$ cat src/rtl/cosine_similarity_stream_unit_assert.svh
// ----------------------------------------------------------------------------
// Assertion macros for the cosine similarity stream unit
// Expect clk and rst_n in scope at the point of use.
// ----------------------------------------------------------------------------
`ifndef COSINE_SIMILARITY_STREAM_UNIT_ASSERT_SVH
`define COSINE_SIMILARITY_STREAM_UNIT_ASSERT_SVH

// same-cycle implication
`define CSSU_ASSERT_IMP(label, ante, cons, msg) \
    label: assert property (@(posedge clk) disable iff (!rst_n) (ante) |-> (cons)) \
        else $error(msg);

// next-cycle implication
`define CSSU_ASSERT_NXT(label, ante, cons, msg) \
    label: assert property (@(posedge clk) disable iff (!rst_n) (ante) |=> (cons)) \
        else $error(msg);

`endif

$ cat src/rtl/cssu_pkg.sv
// ----------------------------------------------------------------------------
// cssu_pkg
// Shared types and constants of the cosine similarity stream unit.
// ----------------------------------------------------------------------------
`default_nettype none

package cssu_pkg;

    localparam int ELEM_WIDTH      = 16;
    localparam int FRAC_BITS       = ELEM_WIDTH - 1;
    localparam int OUT_WIDTH       = 16;
    localparam int ACC_WIDTH_DEF   = 48;
    localparam int QUEUE_DEPTH_DEF = 2;

    typedef struct packed {
        logic signed [ELEM_WIDTH-1:0] a_elem;
        logic signed [ELEM_WIDTH-1:0] b_elem;
        logic                         last;
    } elem_beat_t;

    typedef struct packed {
        logic signed [OUT_WIDTH-1:0] similarity;
        logic                        zero_magnitude;
    } result_beat_t;

    typedef struct packed {
        logic full;
        logic empty;
    } q_status_t;

endpackage

`default_nettype wire

$ cat src/rtl/cssu_front.sv
// ----------------------------------------------------------------------------
// cssu_front
// Multiply stage plus accumulate stage; pushes the totals on a last beat.
// ----------------------------------------------------------------------------
`default_nettype none

module cssu_front
    import cssu_pkg::*;
#(
    parameter int ACC_WIDTH = ACC_WIDTH_DEF
)
(
    input  wire logic                 clk,
    input  wire logic                 rst_n,
    input  wire logic                 elem_valid,
    output logic                      elem_stall,
    input  wire elem_beat_t           elem,
    input  wire q_status_t            q_status,
    output logic                      push,
    output logic [ACC_WIDTH-1:0]      push_dot,
    output logic [ACC_WIDTH-1:0]      push_sa,
    output logic [ACC_WIDTH-1:0]      push_sb
);

    localparam int PROD_W = 2 * ELEM_WIDTH;

    logic                     s1_valid_reg, s1_valid_next;
    logic                     s1_last_reg;
    logic signed [PROD_W-1:0] prod_ab_reg, prod_aa_reg, prod_bb_reg;
    logic [ACC_WIDTH-1:0]     dot_acc_reg, dot_acc_next;
    logic [ACC_WIDTH-1:0]     sumsq_a_reg, sumsq_a_next;
    logic [ACC_WIDTH-1:0]     sumsq_b_reg, sumsq_b_next;
    logic                     hold;
    logic                     accept;
    logic                     s1_fire;

    // a last beat waits in stage 1 until the queue has room
    assign hold       = s1_valid_reg && s1_last_reg && q_status.full;
    assign elem_stall = hold;
    assign accept     = elem_valid && !hold;
    assign s1_fire    = s1_valid_reg && !hold;

    assign push_dot = dot_acc_reg + ACC_WIDTH'(prod_ab_reg);
    assign push_sa  = sumsq_a_reg + ACC_WIDTH'(prod_aa_reg);
    assign push_sb  = sumsq_b_reg + ACC_WIDTH'(prod_bb_reg);
    assign push     = s1_fire && s1_last_reg;

    always_comb
    begin
        s1_valid_next = hold ? s1_valid_reg : accept;
        dot_acc_next  = dot_acc_reg;
        sumsq_a_next  = sumsq_a_reg;
        sumsq_b_next  = sumsq_b_reg;
        if (s1_fire)
        begin
            if (s1_last_reg)
            begin
                dot_acc_next = '0;
                sumsq_a_next = '0;
                sumsq_b_next = '0;
            end
            else
            begin
                dot_acc_next = push_dot;
                sumsq_a_next = push_sa;
                sumsq_b_next = push_sb;
            end
        end
    end

    always_ff @(posedge clk or negedge rst_n)
    begin
        if (!rst_n)
        begin
            s1_valid_reg <= 1'b0;
            s1_last_reg  <= 1'b0;
            dot_acc_reg  <= '0;
            sumsq_a_reg  <= '0;
            sumsq_b_reg  <= '0;
        end
        else
        begin
            s1_valid_reg <= s1_valid_next;
            dot_acc_reg  <= dot_acc_next;
            sumsq_a_reg  <= sumsq_a_next;
            sumsq_b_reg  <= sumsq_b_next;
            if (accept)
            begin
                s1_last_reg <= elem.last;
            end
        end
    end

    always_ff @(posedge clk)
    begin
        if (accept)
        begin
            prod_ab_reg <= elem.a_elem * elem.b_elem;
            prod_aa_reg <= elem.a_elem * elem.a_elem;
            prod_bb_reg <= elem.b_elem * elem.b_elem;
        end
    end

endmodule

`default_nettype wire

$ cat config.mk
export PLATFORM = sky130hd
export DESIGN_NAME = cssu_front
export DESIGN_NICKNAME = d
export VERILOG_FILES = /design/src/rtl/cosine_similarity_stream_unit_assert.svh /design/src/rtl/cssu_pkg.sv /design/src/rtl/cssu_front.sv
export SDC_FILE = /design/constraint.sdc
export NUM_CORES = 2
export LEC_CHECK = 0
export ABC_AREA = 1
export BUFFER_PORTS_ARGS = -buffer_cell sky130_fd_sc_hd__buf_2
export CAP_MARGIN = 15
export CORE_MARGIN = 2
export CORE_UTILIZATION = 70
export CTS_BUF_LIST = sky130_fd_sc_hd__clkbuf_4 sky130_fd_sc_hd__clkbuf_8 sky130_fd_sc_hd__clkbuf_16
export DETAILED_ROUTE_END_ITERATION = 10
export PLACE_DENSITY = 0.89
export SLEW_MARGIN = 20
export SYNTH_ARGS = -nofsm -noshare
export SYNTH_HDL_FRONTEND = slang
export SYNTH_SLANG_ARGS = --single-unit
$ cat constraint.sdc
create_clock -name clk -period 6.2 [get_ports clk]
set_input_delay 0.31 -clock clk [delete_from_list [all_inputs] [get_ports clk]]
set_output_delay 0.31 -clock clk [all_outputs]
set_load 0.03 [all_outputs]
==> impl_results.md <==
* Initial antenna violation count at 4
* TritonCTS clock tree: built
* Worst Tran Pin Value at 1.11 ns
* Mapped cell area at 51300 µm²
* Gr ovfl total at 0
* Layout fillers at 5428
* # rows at 99
* # clock sinks at 240
* Core ar. at 72700 µm²
* Commonest non-fill, non-tap cell in the layout: nand2_1
* Global Route Usage Sum at 38.9%
* Clock-pin slew on the worst setup and hold paths at 0.06 ns
* Clk_lat worst skew at 0.60 ns
* CTS buffer count at 29
* DRC violations left at 0
* Clk root buf: clkbuf_16
* Most frequent cells in the layout: 2215 x nand2_1, 1988 x inv_1, 729 x fa_1, 408 x ha_1, 349 x nor2_1
* Full die area at 75400 µm²
* Setup Skew at 0.0281 ns
* Top cells by area, synth: fa_1 28%, nand2_1 16%, inv_1 15%
* Slowest cell on the critical path: buf_2
* Post-synthesis sequential area ratio at 12.6%
* Worst setup SP type: input port
* Drt total wl at 145000 µm
* Avg Cell Area, Syn at 7.07 µm²
* First-pass GRT wire length at 232000 µm
* Post-synth top area share at 28.5%
* Setup TNS at 0 ns
* HPWL Detailed at 121000 µm
* Worst path arrival time at 6.00 ns
* Chip Width at 275 µm
* Ys Warns at 0
* Layout Nets at 8590
* 1st-pass router iterations at 8
* Crit-path leading delay family: adder cells
* WL/cell at 17.2 µm
* Period minus WS final at 5.68 ns
* Largest net degree at the start of global routing at 79
* Storage cell area at 6480 µm²
* Vias in the first global route at 46135
* Post-synth top area cell: fa_1
* Post-route clock period utilization at 91.6%
* Post-CTS setup buffers at 0
* Cells after Synth at 7254
* Critical Path RT at 6.52 ns
* Hold Violations, Final at 0
* Buf/Inv on CP at 6
* Layout cells sized above 1 at 6.57%
* Post-synth cell types at 45
* Post-synth EDFFs at 94
* Fmax at 0.176 GHz
* Status: completed
* Remaining antenna violation count after routing at 0
* Synth Net Count at 8429
* CP Cell Sequence: buf_2 > nand2_1 > xor2_1 > ha_1 > inv_1 > fa_1 > fa_1 > inv_1 > fa_1 > fa_1 > inv_1 > fa_1 > inv_1 > ha_1 > nand2_1 > nor2_1 > inv_1 > o21ai_0 > nand3_1 > nand4_1 > nand2_1
* Top Ports at 184
* Port Buffers at 182
* Die height at 275 µm
* Detailed Route Iter0 Violations at 4300
* Vias per inst at 5.46
* Worst-path fanout max at 33
* RD Place Congestion at 1.07
* Element type at the critical path end: flop
* Final setup violation count at 0
* Initial core utilization at 70.5%
* CTS max path bufs at 3
* Yosys reg bits at 240
* # Max-Cap Violations at 0
* Max-slew violation count at 0
* DR vias at 45852
* Htree depth at 1
* WS Path Type: input port to flop
* Slowest stage delay, CP at 0.63 ns
* Area of the multi-input gates at 36700 µm²
* Hold Path Class: input port to flop
* # resized after CTS at 0
* Flop2flop setup slack at 3.24 ns
* Unrepaired setup endpoints after global routing: no
* Prevailing post-synth register cell: dfrtp_1
* Area delta synth->final at 6.62%
* Slew HR at 26.0%
* Synth async-reset ratio at 60.8%
## layout make-up
cell class                      count  share of cell area, %
Multi-Input combinational cell   4864                   67.2
Sequential cell                   240                   11.8
Clock buffer                       30                   1.35
Tap cell                          959                   2.20
Antenna cell                        4                 0.0183
Timing Repair Buffer              274                   3.18
Inverter                         2006                   13.8
Clock inverter                     24                  0.442
## final timing paths
kind / depth (start not counted) / start / to
max: 21 / elem[15] / prod_bb_reg[29]$_DFFE_PP_
min: 3 / elem_valid / s1_valid_reg$_DFFE_PN0N_
max reg2reg: 11 / prod_ab_reg[31]$_DFFE_PP_ / dot_acc_reg[38]$_DFFE_PN0P_
min reg2reg: 2 / dot_acc_reg[37]$_DFFE_PN0P_ / dot_acc_reg[37]$_DFFE_PN0P_
max in group asynchronous: 3 / rst_n / dot_acc_reg[6]$_DFFE_PN0P_
min in group asynchronous: 2 / rst_n / sumsq_b_reg[46]$_DFFE_PN0P_
## synth_stat cells, types with 6 or more instances
| library cell | number |
|---|---|
| or2_1 | 6 |
| nand4_1 | 71 |
| nor2_2 | 39 |
| xor2_2 | 8 |
| dfrtp_1 | 146 |
| nor2_1 | 350 |
| nand3_1 | 277 |
| a22o_1 | 27 |
| xnor2_1 | 50 |
| a21o_1 | 21 |
| inv_2 | 16 |
| nor3_1 | 25 |
| ha_1 | 408 |
| o21ai_1 | 6 |
| nor3_2 | 14 |
| nand2_2 | 29 |
| buf_2 | 7 |
| nand2_1 | 2215 |
| or2_2 | 24 |
| a31oi_1 | 9 |
| o21bai_1 | 30 |
| nor2_4 | 11 |
| o21ai_0 | 70 |
| a21boi_0 | 6 |
| a21oi_1 | 191 |
| inv_1 | 1989 |
| nand3_2 | 11 |
| clkbuf_1 | 134 |
| xor2_1 | 113 |
| fa_1 | 729 |
| edfxtp_1 | 94 |
| and2_1 | 86 |
| nand3b_1 | 15 |
## through the flow
stage	hold WS, ns	setup WS (ns)	instances	cell area (µm²)	utilization (%)
floorplan	0.0144	0.374	7254	51300	-
global placement	0.260	0.182	8341	53600	73.8
detailed placement	0.263	0.00524	8341	53600	73.8
CTS	0.0343	0.621	8397	54600	75.2
global route	0.0778	0.262	8400	54700	75.2
finish	0.0534	0.522	8401	54700	75.2
## cell families after synthesis
| logic type | Yosys count | share of synthesized area (%) |
|---|---|---|
| flops | 240 | 12.6 |
| compound gates | 371 | 4.19 |
| buf+inv | 2150 | 15.8 |
| simple gates | 3184 | 25.9 |
| mux | 1 | 0.0220 |
| fa+ha+maj | 1137 | 38.4 |
| xor+xnor | 171 | 3.04 |
## what timing repair did
item                       4_1_cts  5_1_grt
setup endpoints to repair        0        0
hold buffers                     2        0
hold endpoints to repair        42        0
## worst reg2reg max path, delay by kind of cell (launching register included)
kind | cells | cell delay [ns]
DFF | 1 | 1.08
and+or+nand+nor | 9 | 1.25
buffers and inverters | 1 | 0.09
adders and majority gates | 1 | 0.44
## routing by layer
metal,wire (µm),vias up,global-route usage [%]
met4,7660,0,18.1
met3,13500,522,5.04
met5,0,-,0
met1,57600,21457,52.3
met2,65800,2336,63.0
li1,-,21537,-
Power is not shown: default switching activity piles up to over one toggle a cycle in this logic, so the estimate is an artifact.
