**src/rtl/cosine_similarity_stream_unit_assert.svh**
```systemverilog
// ----------------------------------------------------------------------------
// Assertion macros for the cosine similarity stream unit
// Expect clk and rst_n in scope at the point of use.
// ----------------------------------------------------------------------------
`ifndef COSINE_SIMILARITY_STREAM_UNIT_ASSERT_SVH
`define COSINE_SIMILARITY_STREAM_UNIT_ASSERT_SVH

// same-cycle implication
`define CSSU_ASSERT_IMP(label, ante, cons, msg) \
    label: assert property (@(posedge clk) disable iff (!rst_n) (ante) |-> (cons)) \
        else $error(msg);

// next-cycle implication
`define CSSU_ASSERT_NXT(label, ante, cons, msg) \
    label: assert property (@(posedge clk) disable iff (!rst_n) (ante) |=> (cons)) \
        else $error(msg);

`endif

```
**src/rtl/cssu_pkg.sv**
```systemverilog
// ----------------------------------------------------------------------------
// cssu_pkg
// Shared types and constants of the cosine similarity stream unit.
// ----------------------------------------------------------------------------
`default_nettype none

package cssu_pkg;

    localparam int ELEM_WIDTH      = 16;
    localparam int FRAC_BITS       = ELEM_WIDTH - 1;
    localparam int OUT_WIDTH       = 16;
    localparam int ACC_WIDTH_DEF   = 48;
    localparam int QUEUE_DEPTH_DEF = 2;

    typedef struct packed {
        logic signed [ELEM_WIDTH-1:0] a_elem;
        logic signed [ELEM_WIDTH-1:0] b_elem;
        logic                         last;
    } elem_beat_t;

    typedef struct packed {
        logic signed [OUT_WIDTH-1:0] similarity;
        logic                        zero_magnitude;
    } result_beat_t;

    typedef struct packed {
        logic full;
        logic empty;
    } q_status_t;

endpackage

`default_nettype wire

```
**src/rtl/cssu_back.sv**
```systemverilog
// ----------------------------------------------------------------------------
// cssu_back
// Per-vector sequencer: two bitwise square roots, one multiply, a
// restoring divide, saturation and the result register.
// ----------------------------------------------------------------------------
`default_nettype none

module cssu_back
    import cssu_pkg::*;
#(
    parameter int ACC_WIDTH = ACC_WIDTH_DEF
)
(
    input  wire logic                 clk,
    input  wire logic                 rst_n,
    input  wire q_status_t            q_status,
    input  wire logic [ACC_WIDTH-1:0] q_dot,
    input  wire logic [ACC_WIDTH-1:0] q_sa,
    input  wire logic [ACC_WIDTH-1:0] q_sb,
    output logic                      pop,
    output logic                      result_valid,
    input  wire logic                 result_stall,
    output result_beat_t              result
);

    localparam int SQW   = (ACC_WIDTH + 1) / 2;   // root width
    localparam int W2    = 2 * SQW;               // radicand / product width
    localparam int RW    = W2 + 1;                // remainder width
    localparam int QW    = FRAC_BITS + 1;         // quotient bits
    localparam int CNT_W = $clog2(SQW + 1);

    localparam logic [W2-1:0] PROBE_INIT = W2'(1) << (W2 - 2);
    localparam logic [QW-1:0] LIMIT_POS  = QW'((1 << FRAC_BITS) - 1);
    localparam logic [QW-1:0] LIMIT_NEG  = QW'(1 << FRAC_BITS);

    localparam logic [2:0] ST_IDLE = 3'd0;
    localparam logic [2:0] ST_ROOT = 3'd1;
    localparam logic [2:0] ST_MUL  = 3'd2;
    localparam logic [2:0] ST_PREP = 3'd3;
    localparam logic [2:0] ST_DIV  = 3'd4;
    localparam logic [2:0] ST_FIN  = 3'd5;

    logic [2:0]           state_reg;
    logic [CNT_W-1:0]     cnt_reg;
    logic [W2-1:0]        xa_reg, xb_reg, ra_reg, rb_reg, probe_reg;
    logic [ACC_WIDTH-1:0] dot_reg;
    logic [W2-1:0]        prod_reg;
    logic [RW-1:0]        rem_reg;
    logic [QW-1:0]        quo_reg;
    logic                 neg_reg, sat_reg, zero_reg;
    logic                 result_valid_reg;
    result_beat_t         result_reg;

    logic [2*W2-1:0]      step_a, step_b;
    logic [ACC_WIDTH-1:0] mag;
    logic                 div_ge;
    logic [RW-1:0]        div_sub;
    logic                 out_free;
    logic [QW-1:0]        sim;
    result_beat_t         result_next;

    // one digit of the shift-subtract square root; returns {x, r}
    function automatic logic [2*W2-1:0] root_step(
        input logic [W2-1:0] x,
        input logic [W2-1:0] r,
        input logic [W2-1:0] probe
    );
        logic [W2:0]   trial;
        logic [W2-1:0] x_n;
        logic [W2-1:0] r_n;
        trial = {1'b0, r} + {1'b0, probe};
        if ({1'b0, x} >= trial)
        begin
            x_n = x - trial[W2-1:0];
            r_n = (r >> 1) + probe;
        end
        else
        begin
            x_n = x;
            r_n = r >> 1;
        end
        return {x_n, r_n};
    endfunction

    assign step_a   = root_step(xa_reg, ra_reg, probe_reg);
    assign step_b   = root_step(xb_reg, rb_reg, probe_reg);
    assign mag      = dot_reg[ACC_WIDTH-1] ? (ACC_WIDTH'(0) - dot_reg) : dot_reg;
    assign div_ge   = rem_reg >= RW'(prod_reg);
    assign div_sub  = div_ge ? (rem_reg - RW'(prod_reg)) : rem_reg;
    assign out_free = !result_valid_reg || !result_stall;
    assign pop      = (state_reg == ST_IDLE) && !q_status.empty;

    always_comb
    begin
        if (sat_reg)
        begin
            sim = neg_reg ? LIMIT_NEG : LIMIT_POS;
        end
        else if (neg_reg)
        begin
            sim = (quo_reg > LIMIT_NEG) ? LIMIT_NEG : quo_reg;
        end
        else
        begin
            sim = (quo_reg > LIMIT_POS) ? LIMIT_POS : quo_reg;
        end
        if (zero_reg)
        begin
            result_next.similarity     = '0;
            result_next.zero_magnitude = 1'b1;
        end
        else
        begin
            result_next.similarity     = neg_reg ? OUT_WIDTH'(QW'(0) - sim) : OUT_WIDTH'(sim);
            result_next.zero_magnitude = 1'b0;
        end
    end

    always_ff @(posedge clk or negedge rst_n)
    begin
        if (!rst_n)
        begin
            state_reg        <= ST_IDLE;
            cnt_reg          <= '0;
            result_valid_reg <= 1'b0;
        end
        else
        begin
            // a new beat may replace the one leaving in the same cycle
            if ((state_reg == ST_FIN) && out_free)
            begin
                result_valid_reg <= 1'b1;
            end
            else if (result_valid_reg && !result_stall)
            begin
                result_valid_reg <= 1'b0;
            end
            case (state_reg)
                ST_IDLE:
                begin
                    if (!q_status.empty)
                    begin
                        cnt_reg   <= '0;
                        state_reg <= ST_ROOT;
                    end
                end
                ST_ROOT:
                begin
                    cnt_reg <= cnt_reg + 1'b1;
                    if (cnt_reg == CNT_W'(SQW - 1))
                    begin
                        state_reg <= ST_MUL;
                    end
                end
                ST_MUL:
                begin
                    state_reg <= ST_PREP;
                end
                ST_PREP:
                begin
                    cnt_reg   <= '0;
                    state_reg <= (prod_reg == '0) ? ST_FIN : ST_DIV;
                end
                ST_DIV:
                begin
                    cnt_reg <= cnt_reg + 1'b1;
                    if (cnt_reg == CNT_W'(QW - 1))
                    begin
                        state_reg <= ST_FIN;
                    end
                end
                ST_FIN:
                begin
                    if (out_free)
                    begin
                        state_reg <= ST_IDLE;
                    end
                end
                default:
                begin
                    state_reg <= ST_IDLE;
                end
            endcase
        end
    end

    always_ff @(posedge clk)
    begin
        case (state_reg)
            ST_IDLE:
            begin
                xa_reg    <= W2'(q_sa);
                xb_reg    <= W2'(q_sb);
                dot_reg   <= q_dot;
                ra_reg    <= '0;
                rb_reg    <= '0;
                probe_reg <= PROBE_INIT;
            end
            ST_ROOT:
            begin
                {xa_reg, ra_reg} <= step_a;
                {xb_reg, rb_reg} <= step_b;
                probe_reg        <= probe_reg >> 2;
            end
            ST_MUL:
            begin
                prod_reg <= ra_reg[SQW-1:0] * rb_reg[SQW-1:0];
            end
            ST_PREP:
            begin
                zero_reg <= (prod_reg == '0);
                neg_reg  <= dot_reg[ACC_WIDTH-1];
                rem_reg  <= RW'(mag);
                sat_reg  <= RW'(mag) >= {prod_reg, 1'b0};
                quo_reg  <= '0;
            end
            ST_DIV:
            begin
                rem_reg <= {div_sub[W2-1:0], 1'b0};
                quo_reg <= {quo_reg[QW-2:0], div_ge};
            end
            ST_FIN:
            begin
                if (out_free)
                begin
                    result_reg <= result_next;
                end
            end
            default:
            begin
                rem_reg <= rem_reg;
            end
        endcase
    end

    assign result_valid = result_valid_reg;
    assign result       = result_reg;

endmodule

`default_nettype wire

```
**config.mk**
```make
export PLATFORM = sky130hd
export DESIGN_NAME = cssu_back
export DESIGN_NICKNAME = d
export VERILOG_FILES = /design/src/rtl/cosine_similarity_stream_unit_assert.svh /design/src/rtl/cssu_pkg.sv /design/src/rtl/cssu_back.sv
export SDC_FILE = /design/constraint.sdc
export NUM_CORES = 2
export LEC_CHECK = 0
export ABC_AREA = 1
export ABC_CLOCK_PERIOD_IN_PS = 11950
export BUFFER_PORTS_ARGS = -buffer_cell sky130_fd_sc_hd__buf_2
export CAP_MARGIN = 20
export CELL_PAD_IN_SITES_DETAIL_PLACEMENT = 0
export CELL_PAD_IN_SITES_GLOBAL_PLACEMENT = 1
export CORE_UTILIZATION = 52
export DETAILED_ROUTE_END_ITERATION = 10
export PLACE_DENSITY_LB_ADDON = 0.1
export REMOVE_ABC_BUFFERS = 1
export SLEW_MARGIN = 20
export SYNTH_ARGS = -nofsm -noshare
export SYNTH_HDL_FRONTEND = slang
export SYNTH_SLANG_ARGS = --single-unit
```
**constraint.sdc**
```tcl
create_clock -name clk -period 11.95 [get_ports clk]
set_input_delay 0 -clock clk [delete_from_list [all_inputs] [get_ports clk]]
set_output_delay 0 -clock clk [all_outputs]
set_load 0.01 [all_outputs]
```
==> impl_results.md <==
* WHS Endpoint: dot_reg[35]
* RSZ-0062 raised after global routing: false
* Critical path fanouts, max at 24
* Critical Path AT at 7770 ps
* Final Hold Fails at 0
* Sink Count at 406
* # hold bufs at CTS at 148
* Met3 Routed Length at 15700 µm
* Die height at 341 µm
* Tot Pwr at 0.00333 W
* Hold crit path type: input pin to register
* Synth Area per Inst at 7.07 µm²
* Fill cell count at 11300
* Num CTS Buffers at 54
* Worst Setup End Kind: register
* WL/cell at 19.9 µm
* Main combinational cell family by area after synthesis: adder cells
* Post-synthesis sequential area ratio at 20.3%
* Power Dens Cells at 50.9 nW/µm²
* DRT met1 WL at 90000 µm
* Measured slew at the worst slew-check pin at 1090 ps
* Setup TNS at 0 ps
* Hold Startpoint: q_dot[35]
* Post_cts resized at 0
* Top cell types by occurrence after synthesis: nand2_1, inv_1, nor2_1
* Area growth from synthesis to layout at 9.11%
* Ratio of cells with drive above 1 in the final layout at 4.48%
* Most area-consuming cells after synthesis: edfxtp_1, fa_1, nand2_1, inv_1, ha_1
* Crit path largest cell delay at 580 ps
* Setup ws final at 4570 ps
* Crit path required time at 12340 ps
* R2R Path End: prod_reg[43]
* Initial antenna violation count at 3
* Die Footprint at 117000 µm²
* Mapped Area at 59900 µm²
* Root buf cell: clkbuf_16
* Post-CTS Setup Repair Bufs at 0
* Post-layout util at 57.2%
* DRT iter0 DRCs at 5253
* Clk Latency, worst-skew pair at 670 ps
* Minimum clock period at 7380 ps
* YS warnings at 0
* Final nets at 9774
* Fmax at 0.135 GHz
* Leak pwr at 32.9 nW
* Compound-Gate Fraction of Synth Area at 10.6%
* Final setup viols at 0
* Origin of the critical flop-to-flop path: ra_reg[13]
* Proportion of synthesized area in mux cells at 0%
* Worst reg-to-reg setup slack at 4570 ps
* Synth Instances at 8476
* Number of enable flip-flop cells after synthesis at 397
* FF+latch area at 12100 µm²
* Status: completed
* Num rows at 124
* DP HPWL at 162000 µm
* Worst VDD drop at 0.106 mV
* Chip Width at 341 µm
* Total wire length at 204000 µm
* Top sig layer: met5
* Maximum clock path buffer count at 3
* Placer congestion estimate at 1.03
* Post-synthesis simple-gate area fraction at 25.3%
* Dpl ws at 4670 ps
* Reg clk slew, reported paths at 70 ps
* Max-Cap Viols at 0
* Core footprint at 114000 µm²
* Routed wire length on met2 at 91300 µm
* Rel. slew slack at 27.2%
* CP startpoint: ra_reg[13]
* CTS tree: yes
* Synth Area in Adders at 26.0%
* GRT Util Overall at 34.7%
* Setup CP Type: register to register
* Post-synthesis async set-or-reset flop share at 2.22%
* Max reg flops at 49
* I/O pin count at 168
* Drt first pass iters at 6
* Fin. max-slew vios at 0
* Vias in the first global route at 55300
* Final hold slack at 58.1 ps
* Cell variety after synth at 66
* Fin crit share at 61.8%
* DRT antenna net count at 0
* #FFs+latches synth at 406
* Hold depth at 2
* Reg2Reg Depth at 25
* Port bufs at 166
* Area fraction of the dominant cell type after synthesis at 19.9%
* Area leader, netlist: edfxtp_1
* Overflow left after global routing at 0
* Multi-input logic area at 40200 µm²
* Routed via count at 57000
* Startpoint Class: register
* H-tree depth at 2
* Initial Util at 52.4%
* Post-synth top flop: edfxtp_1
* DRC at 0
* Synth Area in XOR/XNOR at 5.05%
* Global-route wire length before repair at 316000 µm
* Count leader, synth: nand2_1
* DR vias/cell at 5.58
* Clk_skew at 28.8 ps
* Largest net degree at the start of global routing at 100
* Slowest-stage cell, CP: edfxtp_1
[how the worst max path moves through the flow]
stage / end / slack (ps)
6_report: prod_reg[43] / 4570
5_1_grt: xa_reg[6] / 4160
4_1_cts: prod_reg[43] / 4640
3_5_place_dp: prod_reg[43] / 4670
3_3_place_gp: prod_reg[43] / 4700
2_1_floorplan: state_reg[0] / 4360
[metal layers]
layer  track usage (%)  vias up
li1                  -    27300
met1              48.4    27200
met2              55.4     2218
met3              4.89      354
met4              11.3        6
met5                 0        -
[where the power goes]
part	switching [W]	total, W	internal (W)	leakage [nW]
Combinational	0.0000337	0.0000892	0.0000555	28.5
Clock	0.000733	0.00169	0.000956	0.863
Sequential	0.00000000000000000000739	0.00155	0.00155	3.58
Total	0.000767	0.00333	0.00256	32.9
[cell type report]
| type | count | share of cell area [%] |
|---|---|---|
| repair buffers | 387 | 4.38 |
| diodes | 1 | 0.00383 |
| inverters | 1732 | 9.96 |
| clock buffers | 65 | 2.16 |
| flip-flops and latches | 406 | 18.6 |
| well taps | 1512 | 2.90 |
| clock inverters | 35 | 0.544 |
| multi-input cells | 6090 | 61.5 |
[cells in the final DEF, fill, tap and decap left out, types with 11 or more instances in the layout]
master            n
nand2_1        2072
inv_1          1725
nor2_1          768
fa_1            485
ha_1            469
a21oi_1         440
nand3_1         409
edfxtp_1        397
o21ai_0         379
xor2_1          197
nand4_1         188
buf_2           166
xnor2_1         148
dlygate4sd3_1   148
a31oi_1          79
buf_4            73
nor3_1           69
o21bai_1         62
clkbuf_16        54
o21ai_1          51
nor4_1           48
a21o_1           32
or2_2            21
o211ai_1         18
o21a_1           18
and3_1           17
a21boi_0         13
clkinv_1         11
[cells by family (layout without fill, tap and decap cells)]
group                    after synthesis  count (layout)
AO/OA/AOI/OAI                       1147            1147
XOR/XNOR                             345             345
adder cells (fa/ha/maj)              954             954
buffers and inverters               1980            2219
flip-flops                           406             406
other                                  0               1
AND/OR/NAND/NOR                     3644            3644
[through the flow]
stage	instance area, µm²	cells
after floorplan	58800	8228
after global placement	62100	9979
after detailed placement	62100	9979
after CTS	65300	10200
after global routing	65300	10200
final	65300	10200
[worst max-delay path, delay by kind of cell, from the launching register on]
kind | cells | cell delay [ps]
compound gates | 5 | 1190
xor+xnor | 1 | 160
fa+ha+maj | 8 | 3940
buf+inv | 8 | 820
flops | 1 | 580
simple gates | 3 | 370
Note: power is estimated with default switching activity, not from simulation.
