## src/rtl/cosine_similarity_stream_unit_assert.svh

```systemverilog
// ----------------------------------------------------------------------------
// Assertion macros for the cosine similarity stream unit
// Expect clk and rst_n in scope at the point of use.
// ----------------------------------------------------------------------------
`ifndef COSINE_SIMILARITY_STREAM_UNIT_ASSERT_SVH
`define COSINE_SIMILARITY_STREAM_UNIT_ASSERT_SVH

// same-cycle implication
`define CSSU_ASSERT_IMP(label, ante, cons, msg) \
    label: assert property (@(posedge clk) disable iff (!rst_n) (ante) |-> (cons)) \
        else $error(msg);

// next-cycle implication
`define CSSU_ASSERT_NXT(label, ante, cons, msg) \
    label: assert property (@(posedge clk) disable iff (!rst_n) (ante) |=> (cons)) \
        else $error(msg);

`endif

```

## src/rtl/cssu_pkg.sv

```systemverilog
// ----------------------------------------------------------------------------
// cssu_pkg
// Shared types and constants of the cosine similarity stream unit.
// ----------------------------------------------------------------------------
`default_nettype none

package cssu_pkg;

    localparam int ELEM_WIDTH      = 16;
    localparam int FRAC_BITS       = ELEM_WIDTH - 1;
    localparam int OUT_WIDTH       = 16;
    localparam int ACC_WIDTH_DEF   = 48;
    localparam int QUEUE_DEPTH_DEF = 2;

    typedef struct packed {
        logic signed [ELEM_WIDTH-1:0] a_elem;
        logic signed [ELEM_WIDTH-1:0] b_elem;
        logic                         last;
    } elem_beat_t;

    typedef struct packed {
        logic signed [OUT_WIDTH-1:0] similarity;
        logic                        zero_magnitude;
    } result_beat_t;

    typedef struct packed {
        logic full;
        logic empty;
    } q_status_t;

endpackage

`default_nettype wire

```

## src/rtl/cssu_queue.sv

```systemverilog
// ----------------------------------------------------------------------------
// cssu_queue
// Small register queue of per-vector totals between front and back.
// ----------------------------------------------------------------------------
`default_nettype none

module cssu_queue
    import cssu_pkg::*;
#(
    parameter int WIDTH = 3 * ACC_WIDTH_DEF,
    parameter int DEPTH = QUEUE_DEPTH_DEF
)
(
    input  wire logic             clk,
    input  wire logic             rst_n,
    input  wire logic             push,
    input  wire logic [WIDTH-1:0] wr_data,
    input  wire logic             pop,
    output logic [WIDTH-1:0]      rd_data,
    output q_status_t             q_status
);

    localparam int PTR_W = (DEPTH > 1) ? $clog2(DEPTH) : 1;
    localparam int CNT_W = $clog2(DEPTH + 1);

    logic [WIDTH-1:0] mem_reg [DEPTH];
    logic [PTR_W-1:0] wr_ptr_reg, rd_ptr_reg;
    logic [CNT_W-1:0] count_reg;

    function automatic logic [PTR_W-1:0] ptr_inc(input logic [PTR_W-1:0] p);
        if (p == PTR_W'(DEPTH - 1))
        begin
            return '0;
        end
        return p + 1'b1;
    endfunction

    assign q_status.full  = (count_reg == CNT_W'(DEPTH));
    assign q_status.empty = (count_reg == '0);
    assign rd_data        = mem_reg[rd_ptr_reg];

    always_ff @(posedge clk or negedge rst_n)
    begin
        if (!rst_n)
        begin
            wr_ptr_reg <= '0;
            rd_ptr_reg <= '0;
            count_reg  <= '0;
        end
        else
        begin
            if (push)
            begin
                wr_ptr_reg <= ptr_inc(wr_ptr_reg);
            end
            if (pop)
            begin
                rd_ptr_reg <= ptr_inc(rd_ptr_reg);
            end
            if (push && !pop)
            begin
                count_reg <= count_reg + 1'b1;
            end
            else if (pop && !push)
            begin
                count_reg <= count_reg - 1'b1;
            end
        end
    end

    always_ff @(posedge clk)
    begin
        if (push)
        begin
            mem_reg[wr_ptr_reg] <= wr_data;
        end
    end

endmodule

`default_nettype wire

```

## config.mk

```make
export PLATFORM = sky130hd
export DESIGN_NAME = cssu_queue
export DESIGN_NICKNAME = d
export VERILOG_FILES = /design/src/rtl/cosine_similarity_stream_unit_assert.svh /design/src/rtl/cssu_pkg.sv /design/src/rtl/cssu_queue.sv
export SDC_FILE = /design/constraint.sdc
export NUM_CORES = 1
export LEC_CHECK = 0
export ABC_AREA = 1
export BUFFER_PORTS_ARGS = -buffer_cell sky130_fd_sc_hd__clkbuf_2
export CAP_MARGIN = 15
export CORE_ASPECT_RATIO = 0.7
export CORE_UTILIZATION = 30
export CTS_CLUSTER_SIZE = 40
export DETAILED_ROUTE_END_ITERATION = 10
export HOLD_SLACK_MARGIN = 0.05
export MAX_ROUTING_LAYER = met4
export PLACE_DENSITY = 0.57
export SLEW_MARGIN = 25
export SYNTH_ARGS = -nofsm -noshare
export SYNTH_HDL_FRONTEND = slang
export SYNTH_SLANG_ARGS = --single-unit
```

## constraint.sdc

```tcl
create_clock -name clk -period 8.3 [get_ports clk]
set_clock_uncertainty 0.05 [all_clocks]
set_input_delay 1.66 -clock clk [delete_from_list [all_inputs] [get_ports clk]]
set_output_delay 1.66 -clock clk [all_outputs]
set_load 0.1 [all_outputs]
```

==> results of run 1 <==
==> logic make-up (layout without fill, tap and decap cells) <==
logic type / count (synthesis) / after routing / synth area share
flops: 292 / 292 / 0.8109
mux: 144 / 144 / 0.1677
buf+inv: 23 / 356 / 0.01392
simple gates: 10 / 10 / 0.003827
xor+xnor: 3 / 3 / 0.002436
fa+ha+maj: 1 / 1 / 0.001160
==> cells in the mapped netlist <==
cell type  instances
nor2_1             3
mux2_2            94
dfrtp_1            4
inv_1              7
ha_1               1
edfxtp_1         288
buf_2              9
nand4_1            1
xor2_1             2
xnor2_1            1
nand2_1            5
buf_6              7
nand3_1            1
mux2_4            50
==> final cells by class <==
cell class                      instances  share of cell area
Clock buffer                           39             0.05871
Timing Repair Buffer                  298              0.1099
Sequential cell                       292              0.6397
Clock inverter                         12            0.007590
Tap cell                              472             0.04316
Multi-Input combinational cell        158              0.1386
Inverter                                7            0.002286
==> worst max-delay path, delay by kind of cell, from the launching register on <==
family / cells / cell delay, ns
multiplexers: 1 / 0.43
flip-flops: 1 / 0.82
buffers and inverters: 2 / 1.11
==> per-stage QoR <==
stage,std cells,hold slack (ns),utilization,worst slack (ns)
after floorplan,473,0.4131,-,2.387
after global placement,1227,0.4336,0.3648,4.069
after detailed placement,1227,0.4368,0.3648,4.075
after CTS,1278,0.4528,0.3907,3.469
after global routing,1278,0.4829,0.3907,3.383
final,1278,0.4493,0.3907,3.571
==> final timing paths <==
| kind | end | slack [ns] | cells past startpoint |
|---|---|---|---|
| max in group asynchronous | rd_ptr_reg$_DFFE_PN0P_ | 7.18 | 1 |
| worst max-delay path | rd_data[124] | 3.57 | 3 |
| min in group asynchronous | wr_ptr_reg$_DFFE_PN0P_ | 0.87 | 1 |
| worst min register to register | count_reg[1]$_DFFE_PN0P_ | 0.45 | 2 |
| worst max register to register | mem_reg[1][79]$_DFFE_PP_ | 5.85 | 3 |
| worst min-delay path | count_reg[1]$_DFFE_PN0P_ | 0.45 | 2 |
==> per-layer routing <==
metal | vias to the layer above | global-route usage | wire length, µm
met1 | 2647 | 0.1518 | 9748
met2 | 154 | 0.1716 | 9643
met3 | 31 | 0.03587 | 1404
li1 | 2490 | - | -
met5 | - | - | 0
met4 | 0 | 0.02868 | 516
==> run_results.csv, run 1 <==
group,metric,value,unit
outcome,status,"completed",
worst_setup_path,startpoint,"rd_ptr_reg$_DFFE_PN0P_",
synthesis,syn_nets,622,
final_layout,layout_commonest_cell,"clkbuf_2",
job,cap_violations,0,
timing,tns,0,ns
clock_network,clock_latency,0.54,ns
worst_setup_path,start_kind,"register",
clock_network,htreeDepth,1,
die,dieArea,36730,µm²
min_path,hp-start,"count_reg[1]$_DFFE_PN0P_",
synthesis,yosys_warnings,0,
worst_setup_path,critPathSlowestCell,"dfrtp_4",
worst_setup_path,path_class,"register to output port",
clock_network,clk_pin_slew,0.06,ns
route,vias,5322,
worst_setup_path,critical_path.max_fanout,51,
final_layout,register_area,8752,µm²
grt,grt_usage,0.1149,
die,io_pins,294,
synthesis,synth_cell_types,14,
die,die_x,228.7,µm
synthesis,ys_seq_area_frac,0.8109,
synthesis,netlist_area,10790,µm²
final_layout,largest_reg_flops,288,
route,initialDrtViolationCount,234,
die,rows,57,
clock_network,hold_buffers,0,
clock_network,cts_tree,"built",
final_layout,multiInputGateArea,1897,µm²
synthesis,syn_inst,473,
clock_network,post_cts_resized,0,
timing,max_slew_margin,0.3647,
final_layout,final_cell_mix,"clkbuf_2, edfxtp_1, mux2_2",
clock_network,cts_sinks,292,
grt,antenna_found_initial,0,
timing,setup_viol,0,
worst_setup_path,critical-path-max-stage-delay,0.82,ns
placed_design,place_congestion,0.7222,
worst_setup_path,crit_arrival,3.02,ns
timing,slew_viol_final,0,
min_path,hp-class,"register to register",
clock_network,post-cts-setup-buffer-count,0,
clock_network,numCtsBuffers,28,
placed_design,io_buffers,293,
synthesis,syn_avg_cell_area,22.81,µm²
timing,worstMarginPinSlew,0.9530,ns
clock_network,root_buffer,"clkbuf_16",
route,ant_nets,0,
worst_setup_path,regToRegStartpoint,"wr_ptr_reg$_DFFE_PN0P_",
final_layout,finalNetCount,934,
synthesis,ys_ff_latch,292,
route,vias_per_cell,4.164,
grt,grt_pass1_vias,5327,
route,wl,21310,µm
worst_setup_path,worstSetupEndpointType,"output port",
final_layout,antenna_cells,0,
synthesis,synth_top_area_frac,0.8017,
timing,hold_viol_final,0,
final_layout,postLayoutCellArea,13680,µm²
synthesis,yosys.area.top_type,"edfxtp_1",
grt,grt_max_degree,79,
die,coreArea,35020,µm²
route,wl_per_cell,16.68,µm
placed_design,place_area,12770,µm²
worst_setup_path,crit_chain,"buf_4, mux2_2, clkbuf_2",
timing,max_clock_freq,211.5,MHz
clock_network,clockBufferDepth,3,
grt,grt_pass1_wl,31660,µm
final_layout,fillers,3203,
final_layout,syn_to_final_growth,26.83,%
timing,period_minus_slack,4.729,ns
placed_design,hpwl,14150,µm
die,die_h,160.7,µm
grt,globalRoute.totalOverflow,0,
timing,rsz0062_at_grt,"no",
synthesis,synthTopCellsByArea,"edfxtp_1, mux2_2, mux2_4",
timing,min_period_over_period,0.5698,
die,start_util,0.3081,
worst_setup_path,worstPathRequired,6.59,ns
route,first_pass_iters,4,
route,drc_errors,0,
final_layout,drive_above_1_share,0.6017,
Power of run 1 is left out: the tool's default activity adds up to more than one toggle a clock period on the data nets, which glitch-free logic cannot reach.
==> inputs of run 2 (changes only) <==
Settings changed: PLACE_DENSITY 0.57 to 0.58.
Clock period 8.3 ns to 4 ns, I/O delays scaled along.
==> run 2 against run 1 <==
Compared with the run above:
- routed wire length increased by 3.3%
- die area is the same
- register-to-register slack lost 3.8 ns
- setup slack got worse by 2.9 ns
- critical endpoint is now rd_data[30]
- critical path type unchanged
==> run_results.csv, run 2 (synthesized netlist as in run 1, its figures left out) <==
group,metric,value,unit
worst_setup_path,crit_arrival,2.51,ns
final_layout,syn_to_final_growth,27.70,%
job,cap_violations,0,
final_layout,finalNetCount,938,
clock_network,post-cts-setup-buffer-count,0,
placed_design,place_area,12840,µm²
die,dieArea,36730,µm²
worst_setup_path,reg2reg_depth,3,
min_path,hp-class,"input port to register",
worst_setup_path,critPathTopFamily,"buffers and inverters",
die,die_x,228.7,µm
die,io_pins,294,
final_layout,postLayoutCellArea,13780,µm²
die,start_util,0.3081,
worst_setup_path,critical_path.max_fanout,29,
worst_setup_path,critical-path-max-stage-delay,0.74,ns
min_path,whs_path_depth,1,
timing,setup_ws,0.6438,ns
timing,slew_viol_final,0,
final_layout,largest_reg_flops,288,
grt,antenna_found_initial,0,
route,vias,5421,
timing,rsz0062_at_grt,"no",
route,wl,22020,µm
clock_network,clock_latency,0.55,ns
clock_network,htreeDepth,1,
worst_setup_path,worstPathRequired,3.15,ns
final_layout,layout_commonest_cell,"clkbuf_2",
clock_network,cts_tree,"built",
final_layout,drive_above_1_share,0.6010,
grt,grt_usage,0.1198,
final_layout,final_cell_mix,"clkbuf_2, edfxtp_1, mux2_2",
worst_setup_path,crit_chain,"buf_4, mux2_2, clkbuf_2",
route,ant_nets,0,
final_layout,fin_cells,1284,
timing,max_clock_freq,298.0,MHz
route,first_pass_iters,4,
worst_setup_path,critPathBufInv,2,
timing,max_slew_margin,0.3764,
worst_setup_path,start_kind,"register",
die,rows,57,
clock_network,clockBufferDepth,3,
route,drc_errors,0,
clock_network,hold_buffers,1,
placed_design,hpwl,14380,µm
clock_network,post_cts_resized,0,
worst_setup_path,worstSetupEndpointType,"output port",
timing,hold_viol_final,0,
min_path,hp-start,"wr_data[7]",
placed_design,dp_slack,1.171,ns
timing,tns,0,ns
route,vias_per_cell,4.222,
outcome,status,"completed",
worst_setup_path,reg2reg_to,"mem_reg[1][18]$_DFFE_PP_",
grt,grt_max_degree,145,
worst_setup_path,regToRegStartpoint,"wr_ptr_reg$_DFFE_PN0P_",
grt,globalRoute.totalOverflow,0,
worst_setup_path,path_class,"register to output port",
clock_network,cts_sinks,292,
timing,worstMarginPinSlew,0.9353,ns
clock_network,clk_pin_slew,0.06,ns
timing,period_minus_slack,3.356,ns
min_path,min_to,"mem_reg[0][7]$_DFFE_PP_",
clock_network,root_buffer,"clkbuf_16",
timing,min_period_over_period,0.8390,
placed_design,io_buffers,293,
worst_setup_path,r2r_setup_slack,2.05,ns
grt,grt_pass1_vias,5495,
placed_design,place_congestion,0.7509,
die,coreArea,35020,µm²
final_layout,fillers,3246,
worst_setup_path,critPathSlowestCell,"dfrtp_4",
placed_design,dp.cells,1228,
clock_network,numCtsBuffers,30,
final_layout,antenna_cells,0,
route,initialDrtViolationCount,223,
die,die_h,160.7,µm
timing,setup_viol,0,
route,wl_per_cell,17.15,µm
grt,grt_pass1_wl,32450,µm
==> run 2: cell count changes in the layout (fill, tap and decap cells not counted), moves of 3 or more <==
cell / delta
buf_12: +5
buf_4: -4
clkbuf_1: -3
clkbuf_8: -4
clkinv_1: +5
clkinv_4: +3
==> run 2: worst max path at each step <==
stage	startpoint	to	slack, ns	cells after the start
after floorplan	push	mem_reg[1][0]$_DFFE_PP_	0.55	2
after global placement	rd_ptr_reg$_DFFE_PN0P_	rd_data[38]	1.19	3
after detailed placement	rd_ptr_reg$_DFFE_PN0P_	rd_data[51]	1.17	3
after CTS	rd_ptr_reg$_DFFE_PN0P_	rd_data[51]	0.56	3
after global routing	rd_ptr_reg$_DFFE_PN0P_	rd_data[30]	0.48	3
final	rd_ptr_reg$_DFFE_PN0P_	rd_data[30]	0.64	3
==> run 2: worst reg2reg max path: stages, from the launching register on <==
cell and delay [ns]:
dfrtp_1 0.42, nand2_1 0.13, clkinvlp_4 0.49, buf_12 0.43
==> run 2: metrics by stage <==
stage	hold slack (ns)	util
global route	0.3367	0.3934
detailed placement	0.4503	0.3668
global placement	0.4408	0.3668
floorplan	0.4131	-
finish	0.3827	0.3934
CTS	0.3333	0.3934
==> run 2: area by class of cell <==
type / instances / area [µm²] / area share
Clock inverter: 21 / 135.1 / 0.009809
Clock buffer: 34 / 787.0 / 0.05713
Timing Repair Buffer: 300 / 1584 / 0.1150
Multi-Input combinational cell: 158 / 1897 / 0.1377
Sequential cell: 292 / 8752 / 0.6353
Tap cell: 472 / 590.6 / 0.04287
Inverter: 7 / 30.03 / 0.002180
==> run 2: metal layers <==
layer / up-vias / wire (µm) / GRT usage
met2: 156 / 10160 / 0.1811
met3: 41 / 1351 / 0.03533
met4: 0 / 548 / 0.03417
met1: 2710 / 9960 / 0.1560
li1: 2514 / - / -
met5: - / 0 / -
Power of run 2 is left out for the same reason.
==> inputs of run 3 (changes only) <==
Settings changed: PLACE_DENSITY 0.58 to 0.57.
Clock period 4 ns to 3.5 ns, I/O delays scaled along.
==> run 3 against run 2 <==
Compared with the run above:
- non-clock buffer count up 4
- critical path depth unchanged
- routed wire length down 4.1%
- cell count about the same
- highest routed layer unchanged
==> run_results.csv, run 3 (synthesized netlist as in run 1, its figures left out) <==
group,metric,value,unit
job,cap_violations,0,
min_path,hp-class,"input port to register",
die,coreArea,35020,µm²
final_layout,fin_cells,1283,
clock_network,htreeDepth,1,
die,io_pins,294,
grt,grt_max_degree,79,
route,vias,5347,
timing,setup_viol,0,
final_layout,final_cell_mix,"clkbuf_2, edfxtp_1, mux2_2",
clock_network,clk_pin_slew,0.06,ns
timing,worstMarginPinSlew,0.6725,ns
final_layout,postLayoutCellArea,13780,µm²
die,die_x,228.7,µm
worst_setup_path,start_kind,"register",
final_layout,drive_above_1_share,0.6042,
grt,antenna_found_initial,0,
min_path,hp-start,"wr_data[126]",
worst_setup_path,path_class,"register to output port",
die,rows,57,
outcome,status,"completed",
route,initialDrtViolationCount,226,
timing,fin_hold_ws,0.2901,ns
grt,grt_usage,0.1166,
worst_setup_path,r2r_setup_slack,1.60,ns
route,vias_per_cell,4.168,
worst_setup_path,startpoint,"rd_ptr_reg$_DFFE_PN0P_",
worst_setup_path,critical-path-max-stage-delay,0.69,ns
grt,globalRoute.totalOverflow,0,
grt,grt_pass1_vias,5759,
final_layout,finalNetCount,941,
die,dieArea,36730,µm²
placed_design,dp.cells,1232,
timing,tns,0,ns
final_layout,largest_reg_flops,288,
clock_network,clock_latency,0.54,ns
final_layout,fillers,3214,
placed_design,place_congestion,0.7263,
worst_setup_path,crit_chain,"buf_4, mux2_2, clkbuf_2",
route,drc_errors,0,
clock_network,clockBufferDepth,3,
timing,rsz0062_at_grt,"no",
clock_network,cts_sinks,292,
placed_design,place_area,12890,µm²
die,die_h,160.7,µm
timing,max_slew_margin,0.5517,
worst_setup_path,worstSetupEndpointType,"output port",
worst_setup_path,critical_path.max_fanout,24,
timing,hold_viol_final,0,
final_layout,register_area,8752,µm²
final_layout,syn_to_final_growth,27.70,%
timing,slew_viol_final,0,
worst_setup_path,critPathSlowestCell,"dfrtp_4",
route,ant_nets,0,
worst_setup_path,crit_arrival,2.42,ns
route,wl_per_cell,16.47,µm
final_layout,antenna_cells,0,
timing,min_period_over_period,0.9062,
timing,period_minus_slack,3.172,ns
clock_network,post_cts_resized,0,
placed_design,hpwl,14030,µm
die,start_util,0.3081,
timing,max_clock_freq,315.3,MHz
final_layout,layout_commonest_cell,"clkbuf_2",
worst_setup_path,regToRegStartpoint,"wr_ptr_reg$_DFFE_PN0P_",
worst_setup_path,worstPathRequired,2.75,ns
route,wl,21130,µm
clock_network,root_buffer,"clkbuf_16",
clock_network,cts_tree,"built",
grt,grt_pass1_wl,32370,µm
final_layout,multiInputGateArea,1897,µm²
route,first_pass_iters,4,
placed_design,io_buffers,293,
clock_network,numCtsBuffers,29,
[run 3: changes by cell type in the layout (fill, tap and decap cells not counted)]
cell,previous run,this run
buf_12,5,6
buf_4,1,4
bufinv_16,1,2
clkbuf_1,3,7
clkbuf_16,31,29
clkinv_1,10,3
clkinv_4,3,0
clkinvlp_4,2,4
[run 3: area by class of cell]
class	instances	share of cell area
Multi-Input combinational cell	158	0.1377
Tap cell	472	0.04287
Clock inverter	14	0.009264
Inverter	7	0.002180
Clock buffer	36	0.05459
Timing Repair Buffer	304	0.1181
Sequential cell	292	0.6353
[run 3: per-stage QoR]
step	setup slack (ns)	util
5_1_grt	0.2095	0.3934
3_3_place_gp	0.8790	0.3680
2_1_floorplan	0.1458	-
4_1_cts	0.2510	0.3934
3_5_place_dp	0.8586	0.3680
6_report	0.3283	0.3934
[run 3: routing by layer]
metal	track usage	up-vias	share of wire
met5	-	-	0
met4	0.03234	0	0.025
met3	0.03906	41	0.074
met2	0.1764	166	0.46
met1	0.1493	2631	0.44
li1	-	2509	-
[run 3: worst max-delay path, delay by kind of cell (launching register included)]
family	cells	cell delay, ns
multiplexers	1	0.38
flip-flops	1	0.69
buffers and inverters	2	0.77
[run 3: what timing repair did]
action / in CTS / in global routing
setup buffers: 0 / 0
endpoints found under the hold margin: 4 / 0
hold buffers: 1 / 0
[run 3: worst paths after layout]
path,endpoint,cells after the start
max,rd_data[124],3
min,mem_reg[0][126]$_DFFE_PP_,1
max reg2reg,mem_reg[1][49]$_DFFE_PP_,3
min reg2reg,count_reg[1]$_DFFE_PN0P_,2
max in group asynchronous,rd_ptr_reg$_DFFE_PN0P_,2
min in group asynchronous,wr_ptr_reg$_DFFE_PN0P_,2
Power of run 3 is left out for the same reason.
